===== src/hdl/efla_pkg.sv =====
`timescale 1ns / 1ps
// ----------------------------------------------------------------------------
// efla_pkg
// Shared constants for the embedded free list allocator: sizes, widths,
// operation codes, status codes and register indexes.
// ----------------------------------------------------------------------------
package efla_pkg;

    localparam int MAX_BLOCKS = 255;
    localparam int IDX_W      = $clog2(MAX_BLOCKS);
    localparam int OFF_W      = 20;
    localparam int SIZE_W     = 13;
    localparam int OP_W       = 3;
    localparam int STATUS_W   = 2;
    localparam int CNT_W      = 8;
    localparam int DIV_STEPS  = OFF_W;
    localparam int DCNT_W     = $clog2(DIV_STEPS);

    localparam logic [OP_W-1:0] OP_REBUILD  = 3'd0;
    localparam logic [OP_W-1:0] OP_ALLOCATE = 3'd1;
    localparam logic [OP_W-1:0] OP_RELEASE  = 3'd2;
    localparam logic [OP_W-1:0] OP_QUERY    = 3'd3;
    localparam logic [OP_W-1:0] OP_CHECK    = 3'd4;

    localparam logic [STATUS_W-1:0] ST_OK         = 2'd0;
    localparam logic [STATUS_W-1:0] ST_FULL       = 2'd1;
    localparam logic [STATUS_W-1:0] ST_BAD_OFFSET = 2'd2;

    localparam logic REG_BLOCK_COUNT = 1'b0;
    localparam logic REG_BLOCK_SIZE  = 1'b1;

endpackage


===== src/hdl/embedded_free_list_allocator.sv =====
`timescale 1ns / 1ps
// ----------------------------------------------------------------------------
// embedded_free_list_allocator
// Free list allocator over one chunk of equal-size blocks, with the next
// links held in a link memory, plus release, query and integrity check.
// ----------------------------------------------------------------------------
// One transaction is in work at a time; s_ready is high only while the
// sequencer is idle. Release and query first run a 20-step restoring
// divider that turns the byte offset into a block index; a query then
// follows links from the head. Rebuild writes one link per block. When
// link walking is requested, a check first clears the visited map with a
// pass over the configured blocks, then follows links. A full-chunk
// allocate, a zero block size or a zero-count rebuild goes straight to
// the output state. Every link step is one read of the link memory (one
// write port, one read port) plus its registered data; a check step adds
// one read of the visited map. A finished result waits in the output
// register while the next transaction is accepted.
// ----------------------------------------------------------------------------
module embedded_free_list_allocator
    import efla_pkg::*;
(
    input  logic                aclk,
    input  logic                aresetn,

    input  logic                cfg_wr_en,
    input  logic                cfg_index,
    input  logic [SIZE_W-1:0]   cfg_wdata,

    input  logic                s_valid,
    output logic                s_ready,
    input  logic [OP_W-1:0]     s_opcode,
    input  logic [OFF_W-1:0]    s_byte_offset,
    input  logic                s_check_links,

    output logic                m_valid,
    input  logic                m_ready,
    output logic [STATUS_W-1:0] m_status,
    output logic [OFF_W-1:0]    m_block_offset,
    output logic                m_answer,
    output logic [CNT_W-1:0]    m_free_count
);

    localparam logic [3:0] S_IDLE     = 4'd0;
    localparam logic [3:0] S_REBUILD  = 4'd1;
    localparam logic [3:0] S_ALLOC    = 4'd2;
    localparam logic [3:0] S_DIV      = 4'd3;
    localparam logic [3:0] S_POSTDIV  = 4'd4;
    localparam logic [3:0] S_Q_LOOP   = 4'd5;
    localparam logic [3:0] S_Q_CMP    = 4'd6;
    localparam logic [3:0] S_C_LOOP   = 4'd7;
    localparam logic [3:0] S_C_CMP    = 4'd8;
    localparam logic [3:0] S_OUT      = 4'd9;
    localparam logic [3:0] S_C_CLR    = 4'd10;
    localparam logic [3:0] S_C_MARK   = 4'd11;
    localparam logic [3:0] S_C_VIS    = 4'd12;

    localparam logic [IDX_W-1:0] LAST_IDX = IDX_W'(MAX_BLOCKS);

    logic [3:0]            state_reg, state_next;
    logic [OP_W-1:0]       op_reg, op_next;
    logic [IDX_W-1:0]      head_reg, head_next;
    logic [CNT_W-1:0]      total_reg, total_next;
    logic [CNT_W-1:0]      cnt_reg, cnt_next;
    logic [IDX_W-1:0]      cur_reg, cur_next;
    logic [SIZE_W-1:0]     rem_reg, rem_next;
    logic [OFF_W-1:0]      quo_reg, quo_next;
    logic [DCNT_W-1:0]     dcnt_reg, dcnt_next;
    logic [STATUS_W-1:0]   res_status_reg, res_status_next;
    logic [OFF_W-1:0]      res_boff_reg, res_boff_next;
    logic                  res_ans_reg, res_ans_next;
    logic [7:0]            block_count_reg, block_count_next;
    logic [SIZE_W-1:0]     block_size_reg, block_size_next;

    logic                  m_valid_reg, m_valid_next;
    logic [STATUS_W-1:0]   m_status_reg, m_status_next;
    logic [OFF_W-1:0]      m_boff_reg, m_boff_next;
    logic                  m_ans_reg, m_ans_next;
    logic [CNT_W-1:0]      m_count_reg, m_count_next;

    logic [IDX_W-1:0]      link_mem [0:MAX_BLOCKS-1];
    logic [IDX_W-1:0]      rd_data_reg;
    logic                  mem_we, mem_re;
    logic [IDX_W-1:0]      mem_waddr, mem_wdata, mem_raddr;

    logic                  vis_mem [0:MAX_BLOCKS-1];
    logic                  vis_rd_reg;
    logic                  vis_we, vis_re, vis_wdata;
    logic [IDX_W-1:0]      vis_waddr, vis_raddr;

    logic [SIZE_W:0]       div_trial;
    logic [OFF_W:0]        boff_full;
    logic [IDX_W-1:0]      link_val;

    assign div_trial = {rem_reg, quo_reg[OFF_W-1]};
    assign boff_full = (OFF_W+1)'(head_reg) * (OFF_W+1)'(block_size_reg);
    assign link_val  = (cur_reg == LAST_IDX) ? '0 : rd_data_reg;

    always_ff @(posedge aclk) begin
        if (mem_we) begin
            link_mem[mem_waddr] <= mem_wdata;
        end
        if (mem_re) begin
            rd_data_reg <= link_mem[mem_raddr];
        end
    end

    // visited map for the link walk of a check
    always_ff @(posedge aclk) begin
        if (vis_we) begin
            vis_mem[vis_waddr] <= vis_wdata;
        end
        if (vis_re) begin
            vis_rd_reg <= vis_mem[vis_raddr];
        end
    end

    always_comb begin
        state_next       = state_reg;
        op_next          = op_reg;
        head_next        = head_reg;
        total_next       = total_reg;
        cnt_next         = cnt_reg;
        cur_next         = cur_reg;
        rem_next         = rem_reg;
        quo_next         = quo_reg;
        dcnt_next        = dcnt_reg;
        res_status_next  = res_status_reg;
        res_boff_next    = res_boff_reg;
        res_ans_next     = res_ans_reg;
        block_count_next = block_count_reg;
        block_size_next  = block_size_reg;
        m_valid_next     = m_valid_reg && !m_ready;
        m_status_next    = m_status_reg;
        m_boff_next      = m_boff_reg;
        m_ans_next       = m_ans_reg;
        m_count_next     = m_count_reg;
        mem_we           = 1'b0;
        mem_re           = 1'b0;
        mem_waddr        = cnt_reg;
        mem_wdata        = head_reg;
        mem_raddr        = cur_reg;
        vis_we           = 1'b0;
        vis_re           = 1'b0;
        vis_waddr        = cnt_reg;
        vis_wdata        = 1'b0;
        vis_raddr        = rd_data_reg;

        if (cfg_wr_en) begin
            unique case (cfg_index)
                REG_BLOCK_COUNT: block_count_next = cfg_wdata[7:0];
                REG_BLOCK_SIZE:  block_size_next  = cfg_wdata;
                default:         block_count_next = block_count_reg;
            endcase
        end

        unique case (state_reg)
            S_IDLE: begin
                if (s_valid) begin
                    op_next         = s_opcode;
                    res_status_next = ST_OK;
                    res_boff_next   = '0;
                    res_ans_next    = 1'b0;
                    state_next      = S_OUT;
                    unique case (s_opcode)
                        OP_REBUILD: begin
                            head_next  = '0;
                            total_next = block_count_reg;
                            cnt_next   = '0;
                            if (block_count_reg != '0) begin
                                state_next = S_REBUILD;
                            end
                        end
                        OP_ALLOCATE: begin
                            if (total_reg == '0) begin
                                res_status_next = ST_FULL;
                            end else begin
                                res_boff_next = boff_full[OFF_W-1:0];
                                cur_next      = head_reg;
                                mem_raddr     = head_reg;
                                mem_re        = (head_reg != LAST_IDX);
                                state_next    = S_ALLOC;
                            end
                        end
                        OP_RELEASE, OP_QUERY: begin
                            if (block_size_reg == '0) begin
                                res_status_next = ST_BAD_OFFSET;
                            end else begin
                                rem_next   = '0;
                                quo_next   = s_byte_offset;
                                dcnt_next  = '0;
                                state_next = S_DIV;
                            end
                        end
                        OP_CHECK: begin
                            priority if (CNT_W'(block_count_reg) < total_reg) begin
                                res_ans_next = 1'b1;
                            end else if (total_reg == '0) begin
                                res_ans_next = 1'b0;
                            end else if (CNT_W'(head_reg) >= CNT_W'(block_count_reg)) begin
                                res_ans_next = 1'b1;
                            end else if (s_check_links) begin
                                cnt_next   = '0;
                                state_next = S_C_CLR;
                            end else begin
                                res_ans_next = 1'b0;
                            end
                        end
                        default: state_next = S_OUT;
                    endcase
                end
            end
            S_REBUILD: begin
                mem_we    = 1'b1;
                mem_waddr = cnt_reg;
                mem_wdata = cnt_reg + 1'b1;
                cnt_next  = cnt_reg + 1'b1;
                if (cnt_reg + 1'b1 == block_count_reg) begin
                    state_next = S_OUT;
                end
            end
            S_ALLOC: begin
                head_next  = link_val;
                total_next = total_reg - 1'b1;
                state_next = S_OUT;
            end
            S_DIV: begin
                if (div_trial >= {1'b0, block_size_reg}) begin
                    rem_next = SIZE_W'(div_trial - {1'b0, block_size_reg});
                    quo_next = {quo_reg[OFF_W-2:0], 1'b1};
                end else begin
                    rem_next = div_trial[SIZE_W-1:0];
                    quo_next = {quo_reg[OFF_W-2:0], 1'b0};
                end
                dcnt_next = dcnt_reg + 1'b1;
                if (dcnt_reg == DCNT_W'(DIV_STEPS - 1)) begin
                    state_next = S_POSTDIV;
                end
            end
            S_POSTDIV: begin
                state_next = S_OUT;
                if (rem_reg != '0 || quo_reg >= OFF_W'(block_count_reg)) begin
                    res_status_next = ST_BAD_OFFSET;
                end else if (op_reg == OP_RELEASE) begin
                    mem_we    = 1'b1;
                    mem_waddr = quo_reg[IDX_W-1:0];
                    mem_wdata = head_reg;
                    head_next = quo_reg[IDX_W-1:0];
                    if (total_reg != '1) begin
                        total_next = total_reg + 1'b1;
                    end
                end else if (total_reg == '0) begin
                    res_ans_next = 1'b0;
                end else if (head_reg == quo_reg[IDX_W-1:0]) begin
                    res_ans_next = 1'b1;
                end else begin
                    cur_next   = head_reg;
                    cnt_next   = CNT_W'(1);
                    state_next = S_Q_LOOP;
                end
            end
            S_Q_LOOP: begin
                if (cnt_reg >= total_reg) begin
                    state_next = S_OUT;
                end else begin
                    mem_raddr  = cur_reg;
                    mem_re     = (cur_reg != LAST_IDX);
                    state_next = S_Q_CMP;
                end
            end
            S_Q_CMP: begin
                cur_next = link_val;
                if (link_val == quo_reg[IDX_W-1:0]) begin
                    res_ans_next = 1'b1;
                    state_next   = S_OUT;
                end else begin
                    cnt_next   = cnt_reg + 1'b1;
                    state_next = S_Q_LOOP;
                end
            end
            S_C_CLR: begin
                vis_we    = 1'b1;
                vis_waddr = cnt_reg;
                vis_wdata = 1'b0;
                cnt_next  = cnt_reg + 1'b1;
                if (cnt_reg + 1'b1 == block_count_reg) begin
                    state_next = S_C_MARK;
                end
            end
            S_C_MARK: begin
                vis_we     = 1'b1;
                vis_waddr  = head_reg;
                vis_wdata  = 1'b1;
                cnt_next   = CNT_W'(1);
                cur_next   = head_reg;
                state_next = S_C_LOOP;
            end
            S_C_LOOP: begin
                if (cnt_reg >= total_reg) begin
                    state_next = S_OUT;
                end else begin
                    mem_raddr  = cur_reg;
                    mem_re     = 1'b1;
                    state_next = S_C_CMP;
                end
            end
            S_C_CMP: begin
                if (CNT_W'(rd_data_reg) >= CNT_W'(block_count_reg)) begin
                    res_ans_next = 1'b1;
                    state_next   = S_OUT;
                end else begin
                    vis_re     = 1'b1;
                    vis_raddr  = rd_data_reg;
                    cur_next   = rd_data_reg;
                    state_next = S_C_VIS;
                end
            end
            S_C_VIS: begin
                if (vis_rd_reg) begin
                    res_ans_next = 1'b1;
                    state_next   = S_OUT;
                end else begin
                    vis_we     = 1'b1;
                    vis_waddr  = cur_reg;
                    vis_wdata  = 1'b1;
                    cnt_next   = cnt_reg + 1'b1;
                    state_next = S_C_LOOP;
                end
            end
            S_OUT: begin
                if (!m_valid_reg || m_ready) begin
                    m_valid_next  = 1'b1;
                    m_status_next = res_status_reg;
                    m_boff_next   = res_boff_reg;
                    m_ans_next    = res_ans_reg;
                    m_count_next  = total_reg;
                    state_next    = S_IDLE;
                end
            end
            default: state_next = S_IDLE;
        endcase
    end

    always_ff @(posedge aclk) begin
        if (!aresetn) begin
            state_reg       <= S_IDLE;
            head_reg        <= '0;
            total_reg       <= '0;
            block_count_reg <= 8'd255;
            block_size_reg  <= SIZE_W'(8);
            m_valid_reg     <= 1'b0;
        end else begin
            state_reg       <= state_next;
            head_reg        <= head_next;
            total_reg       <= total_next;
            block_count_reg <= block_count_next;
            block_size_reg  <= block_size_next;
            m_valid_reg     <= m_valid_next;
        end
    end

    always_ff @(posedge aclk) begin
        op_reg         <= op_next;
        cnt_reg        <= cnt_next;
        cur_reg        <= cur_next;
        rem_reg        <= rem_next;
        quo_reg        <= quo_next;
        dcnt_reg       <= dcnt_next;
        res_status_reg <= res_status_next;
        res_boff_reg   <= res_boff_next;
        res_ans_reg    <= res_ans_next;
        m_status_reg   <= m_status_next;
        m_boff_reg     <= m_boff_next;
        m_ans_reg      <= m_ans_next;
        m_count_reg    <= m_count_next;
    end

    assign s_ready        = (state_reg == S_IDLE);
    assign m_valid        = m_valid_reg;
    assign m_status       = m_status_reg;
    assign m_block_offset = m_boff_reg;
    assign m_answer       = m_ans_reg;
    assign m_free_count   = m_count_reg;

endmodule


===== config.mk =====
export PLATFORM = sky130hd
export DESIGN_NAME = embedded_free_list_allocator
export DESIGN_NICKNAME = d
export VERILOG_FILES = /design/src/hdl/efla_pkg.sv /design/src/hdl/embedded_free_list_allocator.sv
export SDC_FILE = /design/constraint.sdc
export NUM_CORES = 2
export LEC_CHECK = 0
export BUFFER_PORTS_ARGS = -buffer_cell sky130_fd_sc_hd__buf_2
export CORE_ASPECT_RATIO = 0.8
export CORE_UTILIZATION = 61
export DETAILED_ROUTE_END_ITERATION = 8
export GPL_TIMING_DRIVEN = 0
export HOLD_SLACK_MARGIN = 0.06
export PLACE_DENSITY = 0.77
export SLEW_MARGIN = 40
export SYNTH_ARGS = -nofsm -noshare
export SYNTH_HDL_FRONTEND = slang
export SYNTH_SLANG_ARGS = --single-unit

===== constraint.sdc =====
create_clock -name aclk -period 15 [get_ports aclk]
set_clock_uncertainty 0.05 [all_clocks]
set_input_delay 0.75 -clock aclk [delete_from_list [all_inputs] [get_ports aclk]]
set_output_delay 0.75 -clock aclk [all_outputs]
set_load 0.1 [all_outputs]

==> flow_metrics.env <==
export IMPL_r2r_start="total_reg[0]"
export IMPL_netlist_area_sq_um=104200
export IMPL_fillers=11060
export IMPL_layout_setup_ws_ps=8172
export IMPL_seq_area_sq_um=73360
export IMPL_routed_wl_mm=384.2
export IMPL_detail_route_antenna_nets=0
export IMPL_combPwrFrac=0.411
export IMPL_clkSlewWorstSetupHoldPaths_ps=70
export IMPL_top_regs="link_mem x2040, vis_mem x255"
export IMPL_yosysTopAreaCell="edfxtp_1"
export IMPL_cp_arrival_ps=7400
export IMPL_synthMuxAreaShare=0.07878
export IMPL_syn_inst=7401
export IMPL_synth_top_family_by_area="simple AND/OR/NAND/NOR gates"
export IMPL_peakVddDrop_mv=0.1927
export IMPL_antenna_found_initial=29
export IMPL_maxCapViolCount=0
export IMPL_chipWidth_um=464.2
export IMPL_cts_sinks=2457
export IMPL_dp_worst_setup_slack_ps=8089
export IMPL_seq_area_frac_synth=0.7037
export IMPL_fin_setup_tns_ps=0
export IMPL_grt_pass1_vias=66980
export IMPL_fmax_mhz=146.4
export IMPL_async_flop_share=0
export IMPL_swShare=0.4235
export IMPL_cts_buffer_depth=3
export IMPL_ys_types=79
export IMPL_setup_violations=0
export IMPL_critPathCaptureType="flop"
export IMPL_cts_tree="built"
export IMPL_clockRootBuffer="clkbuf_16"
export IMPL_hold_ws_ps=76.70
export IMPL_synth_fa_ha_area_frac=0.02475
export IMPL_top_layer="met5"
export IMPL_hold_viol_final=0
export IMPL_slew_headroom=0.2704
export IMPL_overflow=0
export IMPL_layout_drive_gt1_share=0.1601
export IMPL_largest_register="link_mem"
export IMPL_grt_pass1_wl_mm=519.4
export IMPL_leakage_uw=0.04063
export IMPL_timing_critical_path_fanout_max=10
export IMPL_wl_met1_mm=137.8
export IMPL_slew_violations=0
export IMPL_coreArea_sq_um=169400
export IMPL_post_cts_buffers=0
export IMPL_ys_seq_elements=2457
export IMPL_synth_ff_type="edfxtp_1"
export IMPL_final_common_cell="edfxtp_1"
export IMPL_yosysWarningCount=0
export IMPL_design_portCount=76
export IMPL_num_rows=135
export IMPL_fin_crit_ps=6828
export IMPL_hpwl_mm=276.4
export IMPL_power_density_nw_per_um2=216.7
export IMPL_p_switching_uw=10900
export IMPL_r2r_cells=13
export IMPL_rsz0062_at_grt="no"
export IMPL_wl_met2_mm=149.5
export IMPL_first_pass_iters=9
export IMPL_die_h_um=371.8
export IMPL_synthToLayoutAreaGrowth_pct=13.96
export IMPL_drtIter0Drc=15470
export IMPL_worstSetupStartpoint="total_reg[0]"
export IMPL_synthTopCellsByArea="edfxtp_1, mux2i_1, nand2_1, mux4_2, nor2_1"
export IMPL_vias_per_cell=7.101
export IMPL_synthXorXnorAreaFrac=0.005041
export IMPL_clkLatencyLatePin_ps=900
export IMPL_synth_nets=7610
export IMPL_cts_buffers=225
export IMPL_start_util=0.6153
export IMPL_port_buffer_count=75
export IMPL_synth_edff_count=2415
export IMPL_mostFrequentLayoutCells="edfxtp_1, nand2_1, nor2_1, mux2i_1, a21oi_1"
export IMPL_nets=8066
export IMPL_htree_levels=4
export IMPL_hold_path_startpoint="cfg_wdata[10]"
export IMPL_worstReg2RegEnd="rd_data_reg[0]"
export IMPL_critPathKind="flop to flop"
export IMPL_die_area_sq_um=172600
export IMPL_avgRoutedWirePerCell_um=37.17
export IMPL_power_share_sequential=0.348
export IMPL_gp_congestion=1.074
export IMPL_finalCritPeriodShare=0.4552
export IMPL_vias=73390
export IMPL_hold_path_class="input port to flop"
export IMPL_reg2reg_setup_slack_ps=8170
export IMPL_synthSimpleGateAreaFrac=0.09602
export IMPL_multiInputGateArea_sq_um=29240
export IMPL_start_kind="flop"
export IMPL_status="complete, no violations"
export IMPL_cp_required_ps=15570
export IMPL_drc_errors=0
export IMPL_p_int_uw=14840
export IMPL_grt_max_degree=140
export IMPL_worst_pin_slew_ps=1094
export IMPL_crit_end="rd_data_reg[0]"
export IMPL_pwr_share_clk=0.241
export IMPL_postLayoutCoreUtil=0.7012
export IMPL_largest_reg_flops=2040
export IMPL_wl_met3_mm=73.76
export IMPL_grtUsageTotal=0.4419
export IMPL_synth_compound_area_frac=0.06647
export IMPL_synth_top_cell_area_share=0.6956
export IMPL_syn_avg_cell_area_sq_um=14.09
[area by class of cell]
cell class                 count  share of cell area
sequential                  2457              0.6175
timing repair buffer         229             0.02290
antenna                       17           0.0003581
inverter                     138            0.004423
buffer                       456             0.01882
clock inverter               163             0.01656
tap                         2260             0.02380
clock buffer                 265             0.04953
multi-input combinational   4350              0.2461
[Yosys cell counts (24+ instances only)]
cell type / instances
mux2i_1: 488
and2_1: 74
a2111oi_0: 28
inv_1: 137
clkbuf_1: 228
o221ai_1: 54
o22ai_1: 141
nand2b_1: 45
nand3_1: 123
buf_4: 53
mux2_2: 35
o21ai_0: 167
o32ai_1: 34
ha_1: 99
edfxtp_1: 2415
nand4_1: 24
fa_1: 67
buf_2: 132
nor4_1: 155
a211oi_1: 36
xor2_1: 24
xnor2_1: 36
nor3_1: 61
dfxtp_1: 42
a21oi_1: 487
nor2_1: 712
buf_1: 38
mux4_2: 129
nand2_1: 1072
[routing by layer]
metal,up-vias,GRT usage
li1,28720,-
met1,36150,0.6172
met2,7240,0.5729
met3,1237,0.2189
met4,46,0.2092
met5,-,0.009366
[worst min-delay path by stage]
stage                                     to  depth (start not counted)
final                     block_size_reg[10]                          3
after global routing      block_count_reg[0]                          3
after CTS                 block_size_reg[10]                          3
after detailed placement         m_status[1]                          0
after global placement     m_block_offset[0]                          0
after floorplan                     m_answer                          0
[critical path, stage by stage (launching register included)]
cell      delay (ps)
dfxtp_1          440
or4_4            620
o211ai_4         260
mux2i_1          740
buf_4            460
buf_6            330
buf_4            460
buf_4            450
nand2_1          120
a21oi_1          240
nor4_1           110
nor4_1           710
nand3_1          690
nor4_2           780
[power by group through the flow]
| stage | Sequential, uW | Combinational, uW | Clock [uW] |
|---|---|---|---|
| after floorplan | 9620 | 4260 | 0 |
| after CTS | 8950 | 9690 | 6130 |
| after detailed placement | 9100 | 9630 | 0 |
| final | 8960 | 10600 | 6200 |
| after global routing | 8960 | 10300 | 6380 |
| after global placement | 10100 | 8490 | 0 |
[metrics by stage]
stage | power, uW | std cells | instance area (sq um)
floorplan | 13880 | 7401 | 104200
global placement | 18560 | 9736 | 107500
detailed placement | 18730 | 9877 | 110500
CTS | 24770 | 10320 | 118500
global route | 25660 | 10320 | 118800
finish | 25750 | 10340 | 118800
[timing repair]
item | CTS | global route
hold endpoints to repair | 13 | 0
gates resized for setup | 0 | 0
hold buffers | 11 | 0
[kinds of logic after synthesis]
family | Yosys count
AO/OA/AOI/OAI | 1127
XOR/XNOR | 60
adder cells (fa/ha/maj) | 166
buffers and inverters | 594
flip-flops | 2457
multiplexers | 654
AND/OR/NAND/NOR | 2343
Power figures use the tool's default switching activity.
